--- src/rtl/fstv_pkg.sv ---
// Shared types, constants and decode helpers for the four-state string converter.
`timescale 1ns / 1ps

package fstv_pkg;

    localparam int MAX_BITS_DEF = 128;   // default store depth in characters
    localparam int WORD_BITS    = 32;
    localparam int MAX_WORDS    = 4;
    localparam int STORE_BITS   = WORD_BITS * MAX_WORDS;
    localparam int ADDR_BITS    = 3;

    // register indexes (byte address bit 2)
    localparam logic REG_WIDTH  = 1'b0;
    localparam logic REG_BINARY = 1'b1;

    // trace characters
    localparam logic [7:0] CH_0     = 8'h30;
    localparam logic [7:0] CH_1     = 8'h31;
    localparam logic [7:0] CH_X_LO  = 8'h78;
    localparam logic [7:0] CH_X_UP  = 8'h58;
    localparam logic [7:0] CH_U_LO  = 8'h75;
    localparam logic [7:0] CH_U_UP  = 8'h55;
    localparam logic [7:0] CH_Z_LO  = 8'h7a;
    localparam logic [7:0] CH_Z_UP  = 8'h5a;
    localparam logic [7:0] CH_QUERY = 8'h3f;

    localparam logic [7:0] FOUR_NARROW_LIMIT = 8'd33;  // four-state narrow below this

    // result state codes
    localparam logic [2:0] ST_ZERO        = 3'd0;
    localparam logic [2:0] ST_ONE         = 3'd1;
    localparam logic [2:0] ST_UNKNOWN     = 3'd2;
    localparam logic [2:0] ST_HIGHZ       = 3'd3;
    localparam logic [2:0] ST_BIN_NARROW  = 3'd4;
    localparam logic [2:0] ST_BIN_WIDE    = 3'd5;
    localparam logic [2:0] ST_FOUR_NARROW = 3'd6;
    localparam logic [2:0] ST_FOUR_WIDE   = 3'd7;

    typedef struct packed {
        logic [7:0] width;       // saturated to 1..MAX_BITS
        logic       binary_wide;
    } t_cfg;

    typedef struct packed {
        logic [2:0]                         st;
        logic [1:0]                         last_idx;
        logic                               all_high;
        logic                               bad;
        logic [62:0]                        stamp;
        logic                               skip;
        logic [MAX_WORDS-1:0][WORD_BITS-1:0] value;
        logic [MAX_WORDS-1:0][WORD_BITS-1:0] mask;
    } t_job;

    typedef struct packed {
        logic       full;
        logic       empty;
        logic [1:0] count;
    } t_q_stat;

    typedef struct packed {
        logic [2:0] st;
        logic       bad;
    } t_scalar;

    function automatic t_scalar decode_scalar(input logic [7:0] c);
        t_scalar r;
        r.bad = 1'b0;
        unique case (c) inside
            CH_0:                                      r.st = ST_ZERO;
            CH_1:                                      r.st = ST_ONE;
            CH_QUERY, CH_X_LO, CH_X_UP, CH_U_LO, CH_U_UP: r.st = ST_UNKNOWN;
            CH_Z_LO, CH_Z_UP:                          r.st = ST_HIGHZ;
            default: begin
                r.st  = ST_UNKNOWN;
                r.bad = 1'b1;
            end
        endcase
        return r;
    endfunction

endpackage

--- src/rtl/fstv_if.sv ---
// Character input and word output channel interfaces.
`timescale 1ns / 1ps

interface fstv_in_if;
    logic        valid;
    logic        ready;
    logic [7:0]  char_code;
    logic [62:0] sample_time;
    logic        skip_compare;

    modport source (output valid, char_code, sample_time, skip_compare, input ready);
    modport sink   (input valid, char_code, sample_time, skip_compare, output ready);
endinterface

interface fstv_out_if;
    logic        valid;
    logic        ready;
    logic [2:0]  state_code;
    logic [31:0] value_word;
    logic [31:0] mask_word;
    logic [1:0]  word_index;
    logic        last_word;
    logic        all_high;
    logic        bad_char;
    logic [62:0] out_time;
    logic        out_skip_compare;

    modport source (output valid, state_code, value_word, mask_word, word_index, last_word,
                    all_high, bad_char, out_time, out_skip_compare, input ready);
    modport sink   (input valid, state_code, value_word, mask_word, word_index, last_word,
                    all_high, bad_char, out_time, out_skip_compare, output ready);
endinterface

--- src/rtl/fstv_front.sv ---
// Front end: takes characters, accumulates codes and shift stores, classes the signal.
`timescale 1ns / 1ps

module fstv_front #(
    parameter int MAX_BITS = fstv_pkg::MAX_BITS_DEF
) (
    input  logic            i_clk,
    input  logic            i_rst_n,
    fstv_in_if.sink         i_char,
    input  fstv_pkg::t_cfg  i_cfg,
    input  logic            i_q_full,
    output logic            o_push,
    output fstv_pkg::t_job  o_job
);

    logic [7:0]          r_or, r_and, r_count;
    logic [MAX_BITS-1:0] r_val, r_msk;
    logic [62:0]         r_time;
    logic                r_skip;

    logic [7:0]          c, or_nx, and_nx, count_nx, w_m1;
    logic [MAX_BITS-1:0] val_nx, msk_nx;
    logic                first, scalar, final_char, accept, vbit, mbit;
    fstv_pkg::t_scalar   dec;

    assign c          = i_char.char_code;
    assign first      = (r_count == 8'd0);
    assign scalar     = (i_cfg.width < 8'd2);
    assign count_nx   = r_count + 8'd1;
    assign final_char = scalar || (count_nx >= i_cfg.width);
    // stall only a final character that has nowhere to go
    assign i_char.ready = !(final_char && i_q_full);
    assign accept     = i_char.valid && i_char.ready;
    assign o_push     = accept && final_char;

    assign or_nx  = r_or | c;
    assign and_nx = r_and & c;
    assign vbit   = (c == fstv_pkg::CH_1) || (c == fstv_pkg::CH_Z_LO) ||
                    (c == fstv_pkg::CH_Z_UP);
    assign mbit   = ((c | 8'h01) != fstv_pkg::CH_1);
    assign val_nx = {r_val[MAX_BITS-2:0], vbit};
    assign msk_nx = {r_msk[MAX_BITS-2:0], mbit};
    assign w_m1   = i_cfg.width - 8'd1;
    assign dec    = fstv_pkg::decode_scalar(c);

    always_comb begin
        o_job          = '0;
        o_job.stamp    = first ? i_char.sample_time : r_time;
        o_job.skip     = first ? i_char.skip_compare : r_skip;
        o_job.value    = fstv_pkg::STORE_BITS'(val_nx);
        o_job.mask     = fstv_pkg::STORE_BITS'(msk_nx);
        if (scalar) begin
            o_job.st  = dec.st;
            o_job.bad = dec.bad;
        end else begin
            unique case (or_nx) inside
                fstv_pkg::CH_0: o_job.st = fstv_pkg::ST_ZERO;
                fstv_pkg::CH_1: begin
                    o_job.all_high = (and_nx == fstv_pkg::CH_1);
                    if (i_cfg.binary_wide) begin
                        o_job.st       = fstv_pkg::ST_BIN_WIDE;
                        o_job.last_idx = w_m1[6:5];
                    end else begin
                        o_job.st       = fstv_pkg::ST_BIN_NARROW;
                    end
                end
                fstv_pkg::CH_Z_LO, fstv_pkg::CH_Z_UP: o_job.st = fstv_pkg::ST_HIGHZ;
                fstv_pkg::CH_U_LO, fstv_pkg::CH_U_UP: o_job.st = fstv_pkg::ST_UNKNOWN;
                default: begin
                    if (i_cfg.width < fstv_pkg::FOUR_NARROW_LIMIT) begin
                        o_job.st       = fstv_pkg::ST_FOUR_NARROW;
                    end else begin
                        o_job.st       = fstv_pkg::ST_FOUR_WIDE;
                        o_job.last_idx = w_m1[6:5];
                    end
                end
            endcase
        end
    end

    always_ff @(posedge i_clk) begin
        if (!i_rst_n) begin
            r_or    <= 8'h00;
            r_and   <= 8'hff;
            r_count <= 8'd0;
            r_val   <= '0;
            r_msk   <= '0;
            r_time  <= '0;
            r_skip  <= 1'b0;
        end else if (accept) begin
            if (first) begin
                r_time <= i_char.sample_time;
                r_skip <= i_char.skip_compare;
            end
            if (final_char) begin
                r_or    <= 8'h00;
                r_and   <= 8'hff;
                r_count <= 8'd0;
                r_val   <= '0;
                r_msk   <= '0;
            end else begin
                r_or    <= or_nx;
                r_and   <= and_nx;
                r_count <= count_nx;
                r_val   <= val_nx;
                r_msk   <= msk_nx;
            end
        end
    end

endmodule

--- src/rtl/fstv_queue.sv ---
// Two-entry job queue between the front and back ends.
`timescale 1ns / 1ps

module fstv_queue (
    input  logic              i_clk,
    input  logic              i_rst_n,
    input  logic              i_push,
    input  fstv_pkg::t_job    i_job,
    input  logic              i_pop,
    output fstv_pkg::t_job    o_head,
    output fstv_pkg::t_q_stat o_stat
);

    fstv_pkg::t_job r_mem [2];
    logic           r_wr, r_rd;
    logic [1:0]     r_count;
    logic           do_push, do_pop;

    assign o_stat.full  = (r_count == 2'd2);
    assign o_stat.empty = (r_count == 2'd0);
    assign o_stat.count = r_count;
    assign o_head       = r_mem[r_rd];
    assign do_push      = i_push && !o_stat.full;
    assign do_pop       = i_pop && !o_stat.empty;

    always_ff @(posedge i_clk) begin
        if (do_push) begin
            r_mem[r_wr] <= i_job;
        end
    end

    always_ff @(posedge i_clk) begin
        if (!i_rst_n) begin
            r_wr    <= 1'b0;
            r_rd    <= 1'b0;
            r_count <= 2'd0;
        end else begin
            if (do_push) r_wr <= !r_wr;
            if (do_pop)  r_rd <= !r_rd;
            r_count <= r_count + 2'(do_push) - 2'(do_pop);
        end
    end

endmodule

--- src/rtl/fstv_back.sv ---
// Back end: drains queued jobs to the output register one word per cycle if ready.
`timescale 1ns / 1ps

module fstv_back (
    input  logic           i_clk,
    input  logic           i_rst_n,
    input  fstv_pkg::t_job i_head,
    input  logic           i_q_empty,
    output logic           o_pop,
    fstv_out_if.source     o_word
);

    logic        r_valid;
    logic [1:0]  r_idx;
    logic [2:0]  r_st;
    logic [31:0] r_value, r_mask;
    logic [1:0]  r_word_idx;
    logic        r_last, r_high, r_bad, r_skip;
    logic [62:0] r_time;
    logic        load, is_last;

    assign load    = !i_q_empty && (!r_valid || o_word.ready);
    assign is_last = (r_idx == i_head.last_idx);
    assign o_pop   = load && is_last;

    always_ff @(posedge i_clk) begin
        if (!i_rst_n) begin
            r_valid <= 1'b0;
            r_idx   <= 2'd0;
        end else begin
            if (load) begin
                r_valid <= 1'b1;
                r_idx   <= is_last ? 2'd0 : r_idx + 2'd1;
            end else if (o_word.ready) begin
                r_valid <= 1'b0;
            end
        end
    end

    always_ff @(posedge i_clk) begin
        if (load) begin
            r_st       <= i_head.st;
            // value only for binary and four-state, mask only for four-state
            r_value    <= i_head.st[2] ? i_head.value[r_idx] : 32'd0;
            r_mask     <= (i_head.st[2] && i_head.st[1]) ? i_head.mask[r_idx] : 32'd0;
            r_word_idx <= r_idx;
            r_last     <= is_last;
            r_high     <= i_head.all_high;
            r_bad      <= i_head.bad;
            r_time     <= i_head.stamp;
            r_skip     <= i_head.skip;
        end
    end

    assign o_word.valid            = r_valid;
    assign o_word.state_code       = r_st;
    assign o_word.value_word       = r_value;
    assign o_word.mask_word        = r_mask;
    assign o_word.word_index       = r_word_idx;
    assign o_word.last_word        = r_last;
    assign o_word.all_high         = r_high;
    assign o_word.bad_char         = r_bad;
    assign o_word.out_time         = r_time;
    assign o_word.out_skip_compare = r_skip;

endmodule

--- src/rtl/four_state_string_to_vector.sv ---
// Top level: configuration registers, front end, job queue and back end.
`timescale 1ns / 1ps

// Converts one signal's trace characters (most significant first, signal_width of them)
// into one to four 32-bit value/mask words, low word first. The front end takes one
// character per cycle; for a signal of width n, time and the no-compare flag ride with
// its first character. Each completed signal becomes a job in a two-entry queue, and
// the back end sends one word per cycle while the output is ready, from the queue head
// through a registered output, so a signal yields ceil(n/32) words at most.
// The input stalls only on a final character while both queue entries are taken.
// Registers: 0x0 signal_width (0 acts as 1, above MAX_BITS saturates), 0x4 binary_wide.
// Write registers only while no signal is in flight.
module four_state_string_to_vector #(
    parameter int MAX_BITS = fstv_pkg::MAX_BITS_DEF
) (
    input  logic                           i_clk,
    input  logic                           i_rst_n,
    fstv_in_if.sink                        i_char,
    fstv_out_if.source                     o_word,
    input  logic                           psel,
    input  logic                           penable,
    input  logic                           pwrite,
    input  logic [fstv_pkg::ADDR_BITS-1:0] paddr,
    input  logic [31:0]                    pwdata,
    output logic [31:0]                    prdata,
    output logic                           pready
);

    logic [7:0]        r_width;
    logic              r_binary_wide;
    logic              wr_en;
    fstv_pkg::t_cfg    cfg;
    fstv_pkg::t_job    push_job, head_job;
    fstv_pkg::t_q_stat q_stat;
    logic              push, pop;

    assign pready = 1'b1;
    assign wr_en  = psel && penable && pwrite && pready;

    always_ff @(posedge i_clk) begin
        if (!i_rst_n) begin
            r_width       <= 8'd1;
            r_binary_wide <= 1'b0;
        end else if (wr_en) begin
            unique case (paddr[2])
                fstv_pkg::REG_WIDTH:  r_width       <= pwdata[7:0];
                fstv_pkg::REG_BINARY: r_binary_wide <= pwdata[0];
                default: ;
            endcase
        end
    end

    always_comb begin
        unique case (paddr[2])
            fstv_pkg::REG_WIDTH:  prdata = {24'd0, r_width};
            fstv_pkg::REG_BINARY: prdata = {31'd0, r_binary_wide};
            default:              prdata = 32'd0;
        endcase
    end

    always_comb begin
        if (r_width == 8'd0)
            cfg.width = 8'd1;
        else if (r_width > 8'(MAX_BITS))
            cfg.width = 8'(MAX_BITS);
        else
            cfg.width = r_width;
        cfg.binary_wide = r_binary_wide;
    end

    fstv_front #(.MAX_BITS(MAX_BITS)) u_front (
        .i_clk    (i_clk),
        .i_rst_n  (i_rst_n),
        .i_char   (i_char),
        .i_cfg    (cfg),
        .i_q_full (q_stat.full),
        .o_push   (push),
        .o_job    (push_job)
    );

    fstv_queue u_queue (
        .i_clk   (i_clk),
        .i_rst_n (i_rst_n),
        .i_push  (push),
        .i_job   (push_job),
        .i_pop   (pop),
        .o_head  (head_job),
        .o_stat  (q_stat)
    );

    fstv_back u_back (
        .i_clk     (i_clk),
        .i_rst_n   (i_rst_n),
        .i_head    (head_job),
        .i_q_empty (q_stat.empty),
        .o_pop     (pop),
        .o_word    (o_word)
    );

    // word index 3 is always the final word
    a_idx3_last: assert property (@(posedge i_clk) disable iff (!i_rst_n)
        (o_word.valid && o_word.word_index == 2'd3) |-> o_word.last_word)
        else $error("word index 3 without last_word");

    a_bad_scalar: assert property (@(posedge i_clk) disable iff (!i_rst_n)
        (o_word.valid && o_word.bad_char) |->
            (o_word.state_code == fstv_pkg::ST_UNKNOWN && o_word.last_word &&
             o_word.word_index == 2'd0))
        else $error("bad_char on a non-scalar result");

    a_high_binary: assert property (@(posedge i_clk) disable iff (!i_rst_n)
        (o_word.valid && o_word.all_high) |->
            (o_word.state_code == fstv_pkg::ST_BIN_NARROW ||
             o_word.state_code == fstv_pkg::ST_BIN_WIDE))
        else $error("all_high on a non-binary result");

    a_push_room: assert property (@(posedge i_clk) disable iff (!i_rst_n)
        push |-> !q_stat.full)
        else $error("job pushed into a full queue");

endmodule

--- src/flat_wrapper.sv ---
// flat-port wrapper written by rule: the top's interface ports become plain ports
module four_state_string_to_vector_flat 
#(
    parameter int MAX_BITS = fstv_pkg::MAX_BITS_DEF
)
  (i_clk, i_rst_n, psel, penable, pwrite, paddr, pwdata, prdata, pready, i_char_valid, i_char_char_code, i_char_sample_time, i_char_skip_compare, i_char_ready, o_word_valid, o_word_state_code, o_word_value_word, o_word_mask_word, o_word_word_index, o_word_last_word, o_word_all_high, o_word_bad_char, o_word_out_time, o_word_out_skip_compare, o_word_ready);
  fstv_in_if i_char_i ();
  fstv_out_if o_word_i ();
  input  logic i_clk;
  input  logic i_rst_n;
  input  logic psel;
  input  logic penable;
  input  logic pwrite;
  input  logic [fstv_pkg::ADDR_BITS-1:0] paddr;
  input  logic [31:0] pwdata;
  output logic [31:0] prdata;
  output logic pready;
  input wire logic [$bits(i_char_i.valid)-1:0] i_char_valid;
  input wire logic [$bits(i_char_i.char_code)-1:0] i_char_char_code;
  input wire logic [$bits(i_char_i.sample_time)-1:0] i_char_sample_time;
  input wire logic [$bits(i_char_i.skip_compare)-1:0] i_char_skip_compare;
  output wire logic [$bits(i_char_i.ready)-1:0] i_char_ready;
  output wire logic [$bits(o_word_i.valid)-1:0] o_word_valid;
  output wire logic [$bits(o_word_i.state_code)-1:0] o_word_state_code;
  output wire logic [$bits(o_word_i.value_word)-1:0] o_word_value_word;
  output wire logic [$bits(o_word_i.mask_word)-1:0] o_word_mask_word;
  output wire logic [$bits(o_word_i.word_index)-1:0] o_word_word_index;
  output wire logic [$bits(o_word_i.last_word)-1:0] o_word_last_word;
  output wire logic [$bits(o_word_i.all_high)-1:0] o_word_all_high;
  output wire logic [$bits(o_word_i.bad_char)-1:0] o_word_bad_char;
  output wire logic [$bits(o_word_i.out_time)-1:0] o_word_out_time;
  output wire logic [$bits(o_word_i.out_skip_compare)-1:0] o_word_out_skip_compare;
  input wire logic [$bits(o_word_i.ready)-1:0] o_word_ready;
  assign i_char_i.valid = i_char_valid;
  assign i_char_i.char_code = i_char_char_code;
  assign i_char_i.sample_time = i_char_sample_time;
  assign i_char_i.skip_compare = i_char_skip_compare;
  assign i_char_ready = i_char_i.ready;
  assign o_word_valid = o_word_i.valid;
  assign o_word_state_code = o_word_i.state_code;
  assign o_word_value_word = o_word_i.value_word;
  assign o_word_mask_word = o_word_i.mask_word;
  assign o_word_word_index = o_word_i.word_index;
  assign o_word_last_word = o_word_i.last_word;
  assign o_word_all_high = o_word_i.all_high;
  assign o_word_bad_char = o_word_i.bad_char;
  assign o_word_out_time = o_word_i.out_time;
  assign o_word_out_skip_compare = o_word_i.out_skip_compare;
  assign o_word_i.ready = o_word_ready;
  four_state_string_to_vector #(.MAX_BITS(MAX_BITS)) u_core (.i_clk(i_clk), .i_rst_n(i_rst_n), .i_char(i_char_i), .o_word(o_word_i), .psel(psel), .penable(penable), .pwrite(pwrite), .paddr(paddr), .pwdata(pwdata), .prdata(prdata), .pready(pready));
endmodule
--- config.mk ---
export PLATFORM = sky130hd
export DESIGN_NAME = four_state_string_to_vector_flat
export DESIGN_NICKNAME = d
export VERILOG_FILES = /design/src/rtl/fstv_pkg.sv /design/src/rtl/fstv_if.sv /design/src/rtl/fstv_front.sv /design/src/rtl/fstv_queue.sv /design/src/rtl/fstv_back.sv /design/src/rtl/four_state_string_to_vector.sv /design/src/flat_wrapper.sv
export SDC_FILE = /design/constraint.sdc
export NUM_CORES = 1
export LEC_CHECK = 0
export ABC_CLOCK_PERIOD_IN_PS = 21400
export BUFFER_PORTS_ARGS = -buffer_cell sky130_fd_sc_hd__clkbuf_2
export CORE_MARGIN = 5
export CORE_UTILIZATION = 60
export CTS_CLUSTER_DIAMETER = 120
export CTS_CLUSTER_SIZE = 8
export DETAILED_ROUTE_END_ITERATION = 16
export PLACE_DENSITY = 0.86
export SYNTH_ARGS = -nofsm -noshare
export SYNTH_HDL_FRONTEND = slang
export SYNTH_SLANG_ARGS = --single-unit
--- constraint.sdc ---
create_clock -name i_clk -period 21.4 [get_ports i_clk]
set_input_delay 3.21 -clock i_clk [delete_from_list [all_inputs] [get_ports i_clk]]
set_output_delay 3.21 -clock i_clk [all_outputs]
set_load 0.01 [all_outputs]
Word level (Yosys, flattened, before mapping)
Memory sizes are Yosys's and may differ from the RTL's. A register that Yosys moved wholly into a read port is not among the register bits.
Cells that the tools add are included.
{"block": "word_totals", "in_bits": 114, "ram_bits": 654, "romBits": 0, "ff_bits": 494, "wordCells": 120, "memories": 1, "out_inout_bits": 171, "latchBits": 0}
{"memory": "u_core.u_queue.r_mem", "depth": 2, "width": 327, "rd": 1, "rd_clocked_by_memory_dff": 1, "wr": 1, "line": "fstv_queue.sv:14", "text": "fstv_pkg::t_job r_mem [2];"}
{"block": "op_classes", "shifts": 0, "n_addsub": 5, "multipliers": 0, "magnitude_cmp": 5, "n_div": 0, "eq_ne": 19, "bitwise": 3, "n_reduce_logical": 31, "muxes": 33}
{"cell": "$mux 127", "n": 2}
{"cell": "$bmux 32 s2", "n": 2}
{"cell": "$eq 8x7->1 const B", "n": 10}
{"cell": "$mux 32", "n": 2}
{"cell": "$pmux 32 s2", "n": 1}
{"cell": "$mux 63", "n": 1}
{"cell": "$eq 8x6->1 const B", "n": 6}
{"cell": "$mux 8", "n": 5}
{"cell": "$logic_not 8->1", "n": 2}
{"cell": "$mux 1", "n": 12}
{"cell": "$pmux 3 s4", "n": 1}
{"cell": "$logic_and 1x1->1", "n": 10}
{"cell": "$reduce_or 9->1", "n": 1}
{"cell": "$add 8x1->8 const B", "n": 1}
{"cell": "$and 8x8->8", "n": 1}
{"cell": "$ge 8x8->1", "n": 1}
{"cell": "$gt 8x8->1 const B", "n": 1}
{"cell": "$lt 8x2->1 const B", "n": 1}
{"cell": "$lt 8x6->1 const B", "n": 1}
{"cell": "$or 8x8->8", "n": 1}
{"cell": "$ne 7x5->1 const B", "n": 1}
{"cell": "$sub 7x1->7 const B", "n": 1}
{"cell": "$logic_not 1->1", "n": 6}
{"cell": "$mux 2", "n": 3}
{"cell": "16 further kinds", "n": 23}

Depth between registers and ports, before layout
Gate-level depths: netlist (run 1).
{"block": "depth", "ltp_word": 12, "mapped_depth": 17, "ltp_nobuf": 16}

Cells and area by module
A second synthesis (run 1) with hierarchy kept.
{"block": "hier_totals", "hier_cells": 2876, "area_unflattened_um2": 43902.1}
{"mod": "fstv_queue", "area_each_um2": 23922.9, "instances": 1, "seq_area_each_um2": 19738.9, "cells_per_inst": 1044}
{"mod": "fstv_front", "area_each_um2": 12998.7, "instances": 1, "seq_area_each_um2": 6846.6, "cells_per_inst": 1433}
{"mod": "fstv_back", "area_each_um2": 6262.3, "instances": 1, "seq_area_each_um2": 4144.0, "cells_per_inst": 311}
{"mod": "four_state_string_to_vector", "area_each_um2": 718.2, "instances": 1, "seq_area_each_um2": 180.2, "cells_per_inst": 88}

Worst setup path before layout (run 1)
No wires, ideal clock.
{"block": "synth_timing", "path_kind": "input to register", "from": "input port i_char_valid", "to": "memory u_core.u_queue.r_mem[1][0] in the netlist's numbering, enable pin", "cell_stages": 4, "n_path_buf": 1, "slack_ns": 3.155, "t_arrival_ns": 17.222, "setup_time_ns": 1.023, "required_time_ns": 20.377, "cell_sequence": "and2_1 -> clkbuf_1 -> nand2b_1 -> nor2_1"}
{"block": "synth_between", "elab_chain_len": 5}
{"element": "start: declaration", "line": "flat_wrapper.sv:18", "text": "input wire logic [$bits(i_char_i.valid)-1:0] i_char_valid;"}
{"element": "$logic_and 1x1->1", "line": "fstv_front.sv:33", "text": "assign accept = i_char.valid && i_char.ready;"}
{"element": "$logic_and 1x1->1", "line": "fstv_front.sv:34", "text": "assign o_push = accept && final_char;"}
{"element": "$logic_and 1x1->1", "line": "fstv_queue.sv:23", "text": "assign do_push = i_push && !o_stat.full;"}
{"element": "$mux 1", "line": "fstv_queue.sv:27", "text": "if (do_push) begin"}
{"element": "$mux 1 (implied by the code)", "line": "fstv_queue.sv:28", "text": "r_mem[r_wr] <= i_job;"}
{"element": "end: declaration", "line": "fstv_queue.sv:14"}
Every way passes these cells.

Worst setup path in the final report (run 1)
{"block": "layout_timing", "from": "register u_core.u_front.r_count[0]", "to": "output port i_char_ready"}
{"block": "layout_between", "elab_chain_len": 5}
{"element": "start: declaration", "line": "fstv_front.sv:16", "text": "logic [7:0] r_or, r_and, r_count;"}
{"element": "start signal: assignment", "line": "fstv_front.sv:104", "text": "r_count <= count_nx;"}
{"element": "$add 8x1->8", "line": "fstv_front.sv:29", "text": "assign count_nx = r_count + 8'd1;"}
{"element": "$ge 8x8->1", "line": "fstv_front.sv:30", "text": "assign final_char = scalar || (count_nx >= i_cfg.width);"}
{"element": "$logic_or 1x1->1", "line": "fstv_front.sv:30"}
{"element": "$logic_and 1x1->1", "line": "fstv_front.sv:32", "text": "assign i_char.ready = !(final_char && i_q_full);"}
{"element": "$logic_not 1->1", "line": "fstv_front.sv:32"}
{"element": "end: declaration", "line": "flat_wrapper.sv:22", "text": "output wire logic [$bits(i_char_i.ready)-1:0] i_char_ready;"}
Every way passes these cells.

==> impl_summary.md, run 1 <==
Run status
The run finished with clean final reports.

STA
Setup repair after global routing left no endpoint under its margin. The count of endpoints failing setup in the final report is 0. The final critical-path share of the clock period is 0.336. The actual transition at the worst max-transition pin is 1.20 ns. The worst hold slack after final layout is 0.441 ns.

The max-slew violation total from the final report is 0. The hold violation total from the final report was 0. In the final timing run, aggregate negative setup slack is 0 ns. Subtracting the final worst setup slack from the clock period gives 7.18 ns. The achievable clock frequency is 0.139 GHz. The relative slew slack is 0.201. The clock arrives with 0.0405 ns of skew.

Layout
The share of cells above drive strength 1 is 0.235. The layout has 4,222 filler cells. The net count of the finished layout is 3,076. The area added between synthesis and finish is 15.0%. At the end of the flow the core is filled with cells to 0.695.

Floorplan
The cell row count is 97. The area enclosed by the die boundary is 75,900 um2. The initial standard-cell utilization of the core is 0.604. The floorplan step set the die width to 276 um. 285 I/O pins were placed.

The die extent in y is 276 um. The floorplan core area is 70,000 um2.

CTS
The register clock-pin slew on the reported worst setup and hold paths is 0.05 ns. The CTS tree is done. The buffer cell driving the clock tree root is clkbuf_16. CTS saw 1,149 sinks.

In this run, post-CTS repair resized a total of 0 instances. The H-tree generated during clock tree synthesis spans 4 levels. The largest buffer count on any clock path is 3. For the worst-skew pair, the clock arrives at the later sink with an insertion delay of 0.74 ns. The number of setup buffers added after CTS is 0. Counting the buffers created by CTS gives 161. For this design, the CTS-stage hold fixing added 0 buffers.

Power
For this design the total switching power over the nets is 1730 uW. The power per standard cell area is 132 nW/um2. The peak supply drop is 0.000101 V. The portion of total power attributed to the clock network is 0.366.

Of the total power, combinational logic draws 0.178. Internal power comes to 4680 uW. The share of total power dissipated in sequential elements is 0.455. The net switching share of the total power is 0.270. Summed over all cells, the static leakage comes to 0.0164 uW.

Placement
At the end of routability-driven placement, the weighted congestion stood at 0.801. Once detailed placement completed, the half-perimeter wirelength came to 50,400 um. The number of buffer cells added on primary ports is 233.

Route
The total via count after detailed routing is 25,000. The count of TritonRoute iterations in the first routing pass is 6. For this run, design rule violations remaining after detail routing come to 0. The number of nets still failing antenna checks after routing is 0. The number of vias per cell after detailed routing is 6.22. Summed over all layers, the routed wires come to 94,500 um. The number of violations reported at the end of detailed-routing iteration 0 is 2,885. Dividing the detail-routed wire length by the instance count gives 23.5 um.

Yosys
The cell type with the largest total area after synthesis is edfxtp_1. The netlist area before placement is 42,300 um2. Of the post-synthesis cell area, the dominant cell type holds 0.561. For this run, the leading register cell type out of synthesis is edfxtp_1. By instance count, the leading cell after synthesis is edfxtp_1. The fraction of registers with async set or reset after synthesis is 0. The Yosys step of the flow raised 0 warnings.

By count the netlist is led by edfxtp_1 (790), dfxtp_1 (359), nand2_1 (294). The synthesized flop and latch total is 1,149. After synthesis, the cell types taking the most area are edfxtp_1 (56%), dfxtp_1 (17%), mux4_2 (6.8%), o22ai_1 (3.7%), mux2_2 (3.5%).

For this run, the register share of the synthesized area comes to 0.730. The average footprint of a synthesized cell is 15.6 um2. Synthesis produced a netlist whose cell count is 2,718. The synthesized netlist contains 54 unique library cells. Yosys mapped a number of flops with a built-in enable equal to 790.

GRT
The overflow left after global routing is 0. The wire length of the first global-routing pass is 146,000 um. The number of global-route vias before repair is 25,800.

The total track usage is 0.246. The initial antenna violation count is 10. Entering global routing, the biggest net connects 111 pins.

Critical path
The largest driver fanout on the critical path is 6. The worst register-to-register path has a depth of 12. The worst setup path is of the reg2out kind. The setup slack of the worst register-to-register path is 15.41 ns. STA classifies the critical path startpoint as a flip-flop. The required time of the critical path is 18.19 ns. The type of destination of the critical path is an output pin.

Data arrives at the worst endpoint at 3.97 ns.

Hold path
The worst hold path was traced through 0 stages. The classification of the worst-slack hold path is reg2reg.

Flow run
The number of max-capacitance violations reported is 0.
==> final timing paths <==
kind | startpoint | to
worst min register to register | u_core.u_front.r_val[91] | u_core.u_queue.r_mem[0][220]
worst max-delay path | u_core.u_front.r_count[0] | i_char_ready
worst min-delay path | u_core.u_front.r_val[91] | u_core.u_queue.r_mem[0][220]
worst max register to register | u_core.u_front.r_count[0] | u_core.u_queue.r_mem[1][45]
==> placed cells by master, fill, tap and decap left out, drive strengths merged, types with 89 or more instances in the layout <==
cell	n
clkbuf	509
edfxtp	790
nor2	89
o22ai	252
nor3	135
a21oi	97
mux2	133
dfxtp	359
mux4	128
nand2	295
==> through the flow <==
stage / power, uW / cells / area, um2 / worst slack (ns)
floorplan: 3760 / 2741 / 42400 / 3.16
global placement: 4050 / 3727 / 43900 / 13.69
detailed placement: 4090 / 3727 / 43900 / 13.61
CTS: 6450 / 4016 / 48600 / 14.24
global route: 6660 / 4025 / 48700 / 13.96
finish: 6410 / 4025 / 48700 / 14.22
==> power by group through the flow <==
stage                     clock, uW  combinational (uW)  sequential [uW]
after detailed placement          0                1140             2950
after global placement            0                1120             2930
after CTS                      2370                1160             2920
final                          2350                1140             2920
after floorplan                   0                 737             3030
after global routing           2490                1220             2940
==> worst max-delay path: stages (launching register included) <==
cell      delay [ns]
dfxtp_1         0.48
nand3_1         0.25
nor2_1          0.27
nand3_1         0.16
xnor2_1         0.28
ha_1            0.30
and3_1          0.18
a221oi_1        0.38
nand2_1         0.10
a21oi_1         0.45
or2_2           0.21
clkbuf_2        0.18
==> cells by family after synthesis <==
family	count (synthesis)	share of synthesized area
DFF	1149	0.730
and+or+nand+nor	577	0.0590
AOI/OAI and AO/OA	399	0.0561
muxes	329	0.120
buffers and inverters	240	0.0292
adders and majority gates	12	0.00355
xor gates and xnor gates	10	0.00207
other	2	0.000177
==> cell type report <==
class	count	area, um2	share of cell area
multi-input cells	1352	10300	0.212
well taps	940	1180	0.0242
clock buffers	276	4500	0.0925
repair buffers	262	1390	0.0286
clock inverters	13	234	0.00481
flip-flops and latches	1149	30900	0.635
inverters	24	103	0.00211
diodes	9	22.5	0.000463
==> routing by layer <==
| metal | up-vias | share of wire | GRT usage |
|---|---|---|---|
| li1 | 10900 | - | - |
| met3 | 251 | 0.077 | 0.0474 |
| met2 | 1378 | 0.51 | 0.413 |
| met4 | 2 | 0.038 | 0.106 |
| met1 | 12500 | 0.38 | 0.319 |
| met5 | - | 0.00018 | 0 |
==> state kept, by name (all words and copies together) (netlist names), 32 cells and up, named ones only <==
signal and flops:
u_core.u_queue.r_mem 654, u_core.u_front.r_msk 127, u_core.u_front.r_val 127, u_core.u_back.o_word.out_time 63, u_core.u_front.r_time 63, u_core.u_back.o_word.mask_word 32, u_core.u_back.o_word.value_word 32
Note: power is estimated with default switching activity, not from simulation.
==> run 2: changes to the inputs <==
Settings changed: ABC_CLOCK_PERIOD_IN_PS 21400 to 7300.
Clock period 21.4 ns to 7.3 ns, I/O delays scaled along.
==> impl_summary.md, run 2 (synthesis results as in run 1) <==
CTS
The maximum level of the CTS H-tree is 4. The tree is rooted in a clkbuf_16. The buffers inserted during post-CTS setup optimization is 0. The count of hold-fix buffers inserted at cts is 0. TritonCTS built the clock tree. Clock-pin slew was measured on the worst setup and hold paths at 0.05 ns. The total clock buffers created by CTS is 161. The number of gates resized after CTS was 0. The largest buffer count on any clock path is 3. The sink count of the clock tree is 1,149. Clock latency on the worst-skew pair, taken at its later pin, is 0.75 ns.

Route
Detailed routing inserted a total of 24,900 vias. The count of TritonRoute iterations in the first routing pass is 6. The routed design has 95,200 um of wire. The number of DRC violations after detailed routing is 0. In the final routed layout, each cell accounts on average for 23.6 um. The detail route stage leaves a number of antenna-violating nets equal to 0. The number of vias per cell after detailed routing is 6.18. After the first detailed-routing iteration, the DRC count stood at 2,474.

Critical path
The most critical setup path has its startpoint at u_core.u_front.r_count[2]. The slowest cell on the critical path is clkinvlp_4. Traced cell by cell, the critical path runs through nand3_1, nor2_1, nand3_1, xnor2_1, ha_1, and3_1, a221oi_2, nand2_1, a21oi_2, or3_4, clkinvlp_4, buf_4. STA classifies the critical path startpoint as a flip-flop. At the worst endpoint, the required time is 7.64 ns. The worst setup path is captured at a flip-flop. In this design, the stage delay of the slowest critical-path cell is 0.89 ns. The largest driver fanout on the critical path is 61. The start-to-end type of the worst setup path is reg2reg. The number of cells traversed by the worst register-to-register path is 12.

The endpoint arrival time on the critical path is 5.20 ns. The most numerous cell type found on the critical path is nand3_1. The worst register-to-register path begins at u_core.u_front.r_count[2].

STA
The final-layout setup total negative slack is 0 ns. Of the available clock period, the critical path in the final layout requires 0.665. The hold violation total from the final report is 0. On the final layout, the worst hold slack is 0.423 ns. The count of endpoints failing setup in the final report is 0. The maximum clock skew at final layout is 0.0438 ns.

The post-layout minimum cycle time is 4.86 ns. For the pin with the worst max-slew slack, the measured transition is 1.25 ns. The max-slew violation total from the final report is 0. The final worst-path setup slack is 2.44 ns. Measured against its own limit, the worst slew margin works out to 0.166. Setup repair after global routing left no endpoint under its margin. Timing would allow up to 0.206 GHz.

Flow run
The tool flagged a number of max-cap violations equal to 0.

Layout
In the final layout, the share of cells above drive strength 1 is 0.235. Across the whole layout, storage elements account for 30,900 um2. The register with the most flip-flops in the layout has 654 of them. At the end of the flow the core is filled with cells to 0.697. In the final layout, the multi-input gates occupy 10,300 um2. The fill cell total of the finished layout is 4,196.

For this run, the post-layout net count is 3,071. The register bank with the most flops is u_core.u_queue.r_mem. The area added between synthesis and finish is 15.3%. The count of non-filler cells in the finished layout is 4,026.

The largest registers in the layout are u_core.u_queue.r_mem x654, u_core.u_front.r_msk x127, u_core.u_front.r_val x127. The library cell used most frequently in the layout, excluding fill and tap cells, is edfxtp_1. In the layout the commonest cells are edfxtp_1 (790), dfxtp_1 (355), nand2_1 (292).

GRT
The initial antenna violation count came to 8. In this run the most used layer during global routing was met2. The number of global-route vias before repair is 26,000. The maximum number of pins on one net before global-route repair is 188. For met1 alone, demand over resource in global routing was 0.314. Across every metal layer, demand over resource in global routing totals 0.249. The met2 capacity usage during global routing is 0.429. For this run, global-route usage on met3 was measured as 0.0449.

The first global-routing pass estimated 147,000 um of wire. The overflow left after global routing is 0.

Floorplan
Pin placement for this block handled 285 I/O pins. The area enclosed by the die boundary is 75,900 um2. The die is 276 um tall. The total area inside the core boundary comes to 70,000 um2.

The initial utilization of the core area, before any placement, comes to 0.604. The die is 276 um wide. The initialized floorplan defines 97 standard-cell rows.

Placement
The number of buffer cells added on primary ports is 233. Before CTS, the worst setup slack after placement is 2.57 ns. The cell total after placement is 3,722. The final estimated routing congestion in global placement is 0.787. Once detailed placement completed, the half-perimeter wirelength came to 49,400 um.

Hold path
In this run the worst hold path is classified as reg2reg. The cell count of the worst hold path is 0. The startpoint identified for the worst hold timing path is u_core.u_front.r_msk[16].

Power
The peak supply drop is 0.000315 V. The static leakage power is 0.0164 uW. For this design the ratio of total power to cell area is 387 nW/um2.

Run status
The flow ran to the end, and the final reports show no timing, DRC or antenna violations.
==> run 2: per-stage QoR <==
stage	instance area, um2	power, uW
final	48800	18900
after global routing	48800	19600
after CTS	48800	19000
after detailed placement	44000	12000
after global placement	44000	11900
after floorplan	42400	10900
==> run 2: per-layer routing <==
layer	up-vias	part of all wire
met5	-	0
met3	247	0.065
li1	10900	-
met1	12600	0.37
met2	1142	0.53
met4	0	0.036
==> run 2: area by class of cell <==
cell class,count,share of cell area
repair buffers,257,0.0291
clock inverters,15,0.00646
flip-flops and latches,1149,0.634
well taps,940,0.0241
inverters,24,0.00203
clock buffers,282,0.0923
multi-input cells,1352,0.212
diodes,7,0.000359
==> run 2: report_power, final <==
part           switching [uW]  internal (uW)
Sequential                478           8150
Combinational            1900           1400
Clock                    2770           4200
==> run 2: worst paths after layout <==
check / to / slack (ns)
worst max-delay path: u_core.u_queue.r_mem[0][315] / 2.44
worst min register to register: u_core.u_queue.r_mem[1][17] / 0.42
worst min-delay path: u_core.u_queue.r_mem[1][17] / 0.42
worst max register to register: u_core.u_queue.r_mem[0][315] / 2.44
==> run 2: critical path: cells and delay by family (launching register included) <==
family,cells,cell delay [ns]
flip-flops,1,0.46
XOR/XNOR,1,0.23
buffers and inverters,2,1.64
AO/OA/AOI/OAI,2,0.55
AND/OR/NAND/NOR,6,1.17
adder cells (fa/ha/maj),1,0.29
==> run 3: changes to the inputs <==
Settings changed: ABC_CLOCK_PERIOD_IN_PS 7300 to 3900, CORE_UTILIZATION 60 to 54, PLACE_DENSITY 0.86 to 0.82.
Clock period 7.3 ns to 3.9 ns, I/O delays scaled along.
==> impl_summary.md, run 3 (synthesis results as in run 1) <==
Layout
The flip-flop count of the largest register, all copies and words added is 654. In the layout the commonest cells are edfxtp_1 (790), dfxtp_1 (350), nand2_1 (292). The share of cells above drive strength 1 is 0.247. Relative to the synthesized area, the layout overhead comes to 16.8%. Leaving out fill and tap cells, the most frequent cell in the layout is edfxtp_1. The net count of the finished layout is 3,106.

The fill cell total of the finished layout is 5,183. The largest registers in the layout are u_core.u_queue.r_mem x654, u_core.u_front.r_msk x127, u_core.u_front.r_val x127. The register bank with the most flops is u_core.u_queue.r_mem. Summing all non-filler instances in the final layout gives an area of 49,400 um2.

Power
The peak supply drop is 0.000475 V. The share of total power dissipated in the clock network is 0.364. The combinational share of power is 0.189. The reported net switching power is 9540 uW. In this run the static leakage power is 0.0167 uW. The internal power of the cells totals 25,800 uW. The net switching share of the total power is 0.270. In this run the power density over the cells is 715 nW/um2. The sequential share of power is 0.448.

CTS
The maximum level of the CTS H-tree is 4. After clock tree synthesis, the flow added hold-fix buffers numbering 0. The buffer cell driving the clock tree root is clkbuf_16. The total clock buffers created by CTS is 161. The clock insertion delay at the later pin of the skew report is 0.73 ns. The register clock-pin slew on the reported worst setup and hold paths is 0.05 ns. In this run the deepest clock path goes through 3 buffers. The sink count of the clock tree is 1,149. TritonCTS built the clock tree.

Route
The number of nets still failing antenna checks after routing is 0. The final route contains 24,900 vias. The number of DRC violations after detailed routing is 0. The first detailed-routing pass ran for 6 iterations. After detailed routing, the average wire length per cell comes to 22.6 um. Dividing the detail-routed via count by the number of cells gives 6.00. The overall routed net length is 93,800 um. The number of violations reported at the end of detailed-routing iteration 0 is 2,635.

GRT
After global routing the overflow that remains totals 0. The total track usage is 0.217. Entering global routing, the biggest net connects 194 pins. The number of global-route vias before repair is 25,700. The wire length of the first global-routing pass is 146,000 um.

The initial antenna violation count is 8.

Critical path
Data on the critical path is required at its endpoint by 3.31 ns. The type of destination of the critical path is an output pin. The worst setup path is launched from a flip-flop. The largest driver fanout on the critical path is 6. The start-to-end type of the worst setup path is reg2out. For the worst setup path, the data arrival time is 3.24 ns.

Placement
The cell area after placement is 44,600 um2. The congestion estimate from routability-driven global placement came to 0.804. The number of buffer cells added on primary ports is 233.

After legalization and detailed placement, the total HPWL measured 52,200 um.

STA
The achievable clock frequency is 0.262 GHz. The actual transition at the worst max-transition pin is 1.09 ns. The max-slew violation total from the final report is 0. The final critical-path share of the clock period is 0.980. The worst pin sits at a relative slew slack of 0.272. The post-layout minimum cycle time is 3.82 ns. On the final layout, the worst clock skew is 0.0327 ns. The final-layout setup total negative slack is 0 ns. The count of endpoints failing setup in the final report is 0. The hold violation total from the final report is 0. Setup repair after global routing could not meet its margin everywhere.

Floorplan
The die is 290 um tall. The initial utilization of the core area, before any placement, comes to 0.545. The floorplan core area is 77,600 um2. The width of the die is 290 um.

The cell row count is 102. The die covers 84,100 um2. The count of pins on the block boundary is 285.

Flow run
Across the run, the number of max-cap violations was 0.

Hold path
The classification of the worst-slack hold path is in2reg.

Run status
The flow ran to the end, and the final reports show no timing, DRC or antenna violations.
==> run 3: cell count changes in the layout (fill, tap and decap cells not counted), sizes merged <==
| cell | change |
|---|---|
| inv | -2 |
| buf | +36 |
| diode | -1 |
| clkbuf | -5 |
==> run 3: final timing paths <==
path,end,startpoint,cells past startpoint,slack [ns]
worst max-delay path,i_char_ready,u_core.u_front.r_count[0],11,0.08
worst min-delay path,u_core.r_width[2],pwdata[2],3,0.1
worst max register to register,u_core.u_front.r_msk[36],u_core.r_width[2],14,0.19
worst min register to register,u_core.u_queue.r_mem[0][54],u_core.u_front.r_msk[53],0,0.44
==> run 3: power groups by stage <==
stage                     Clock (uW)  Combinational (uW)  Sequential [uW]
final                          12900                6670            15800
after global routing           13600                7170            16000
after CTS                      13000                6780            15800
after detailed placement           0                6680            16000
after floorplan                    0                3930            16400
after global placement             0                6540            15900
==> run 3: critical path: stages (launching register included) <==
cell and delay (ns):
dfxtp_2 0.38, ha_1 0.22, nand3_2 0.15, nor2_4 0.16, xor2_2 0.22, ha_1 0.29, a21o_1 0.19, a221oi_2 0.30
nand2_1 0.14, a21oi_4 0.18, or2_4 0.15, buf_8 0.11
==> run 3: repair_timing <==
item                                    in CTS  in global routing
endpoints found under the setup margin       1                  1
pin swaps                                    3                  9
gates resized for setup                      9                 11
buffers inserted                             3                  4
==> run 3: cell type report <==
cell class,instances,area [um2],share of cell area
antenna,6,15.0,0.000304
clock buffer,278,4490,0.0908
clock inverter,13,245,0.00496
inverter,24,98.8,0.00200
multi-input combinational,1352,10400,0.210
sequential,1149,30900,0.626
tap,1040,1300,0.0263
timing repair buffer,292,1950,0.0395
==> run 3: through the flow <==
stage	worst slack (ns)	total power [uW]	utilization	std cells	hold WS [ns]
floorplan	-3.64	20300	-	2741	0.406
global placement	0.260	22500	0.574	3851	0.427
detailed placement	0.257	22700	0.574	3851	0.437
CTS	-0.0316	35700	0.636	4145	0.0563
global route	-0.0770	36700	0.637	4154	0.0761
finish	0.0773	35400	0.637	4154	0.0991
==> run 3: per-layer routing <==
layer,up-vias,track usage,wire [um]
met5,-,0,0
met2,1125,0.370,48500
met1,12700,0.282,36500
met3,189,0.0398,6070
li1,10900,-,-
met4,0,0.0791,2770
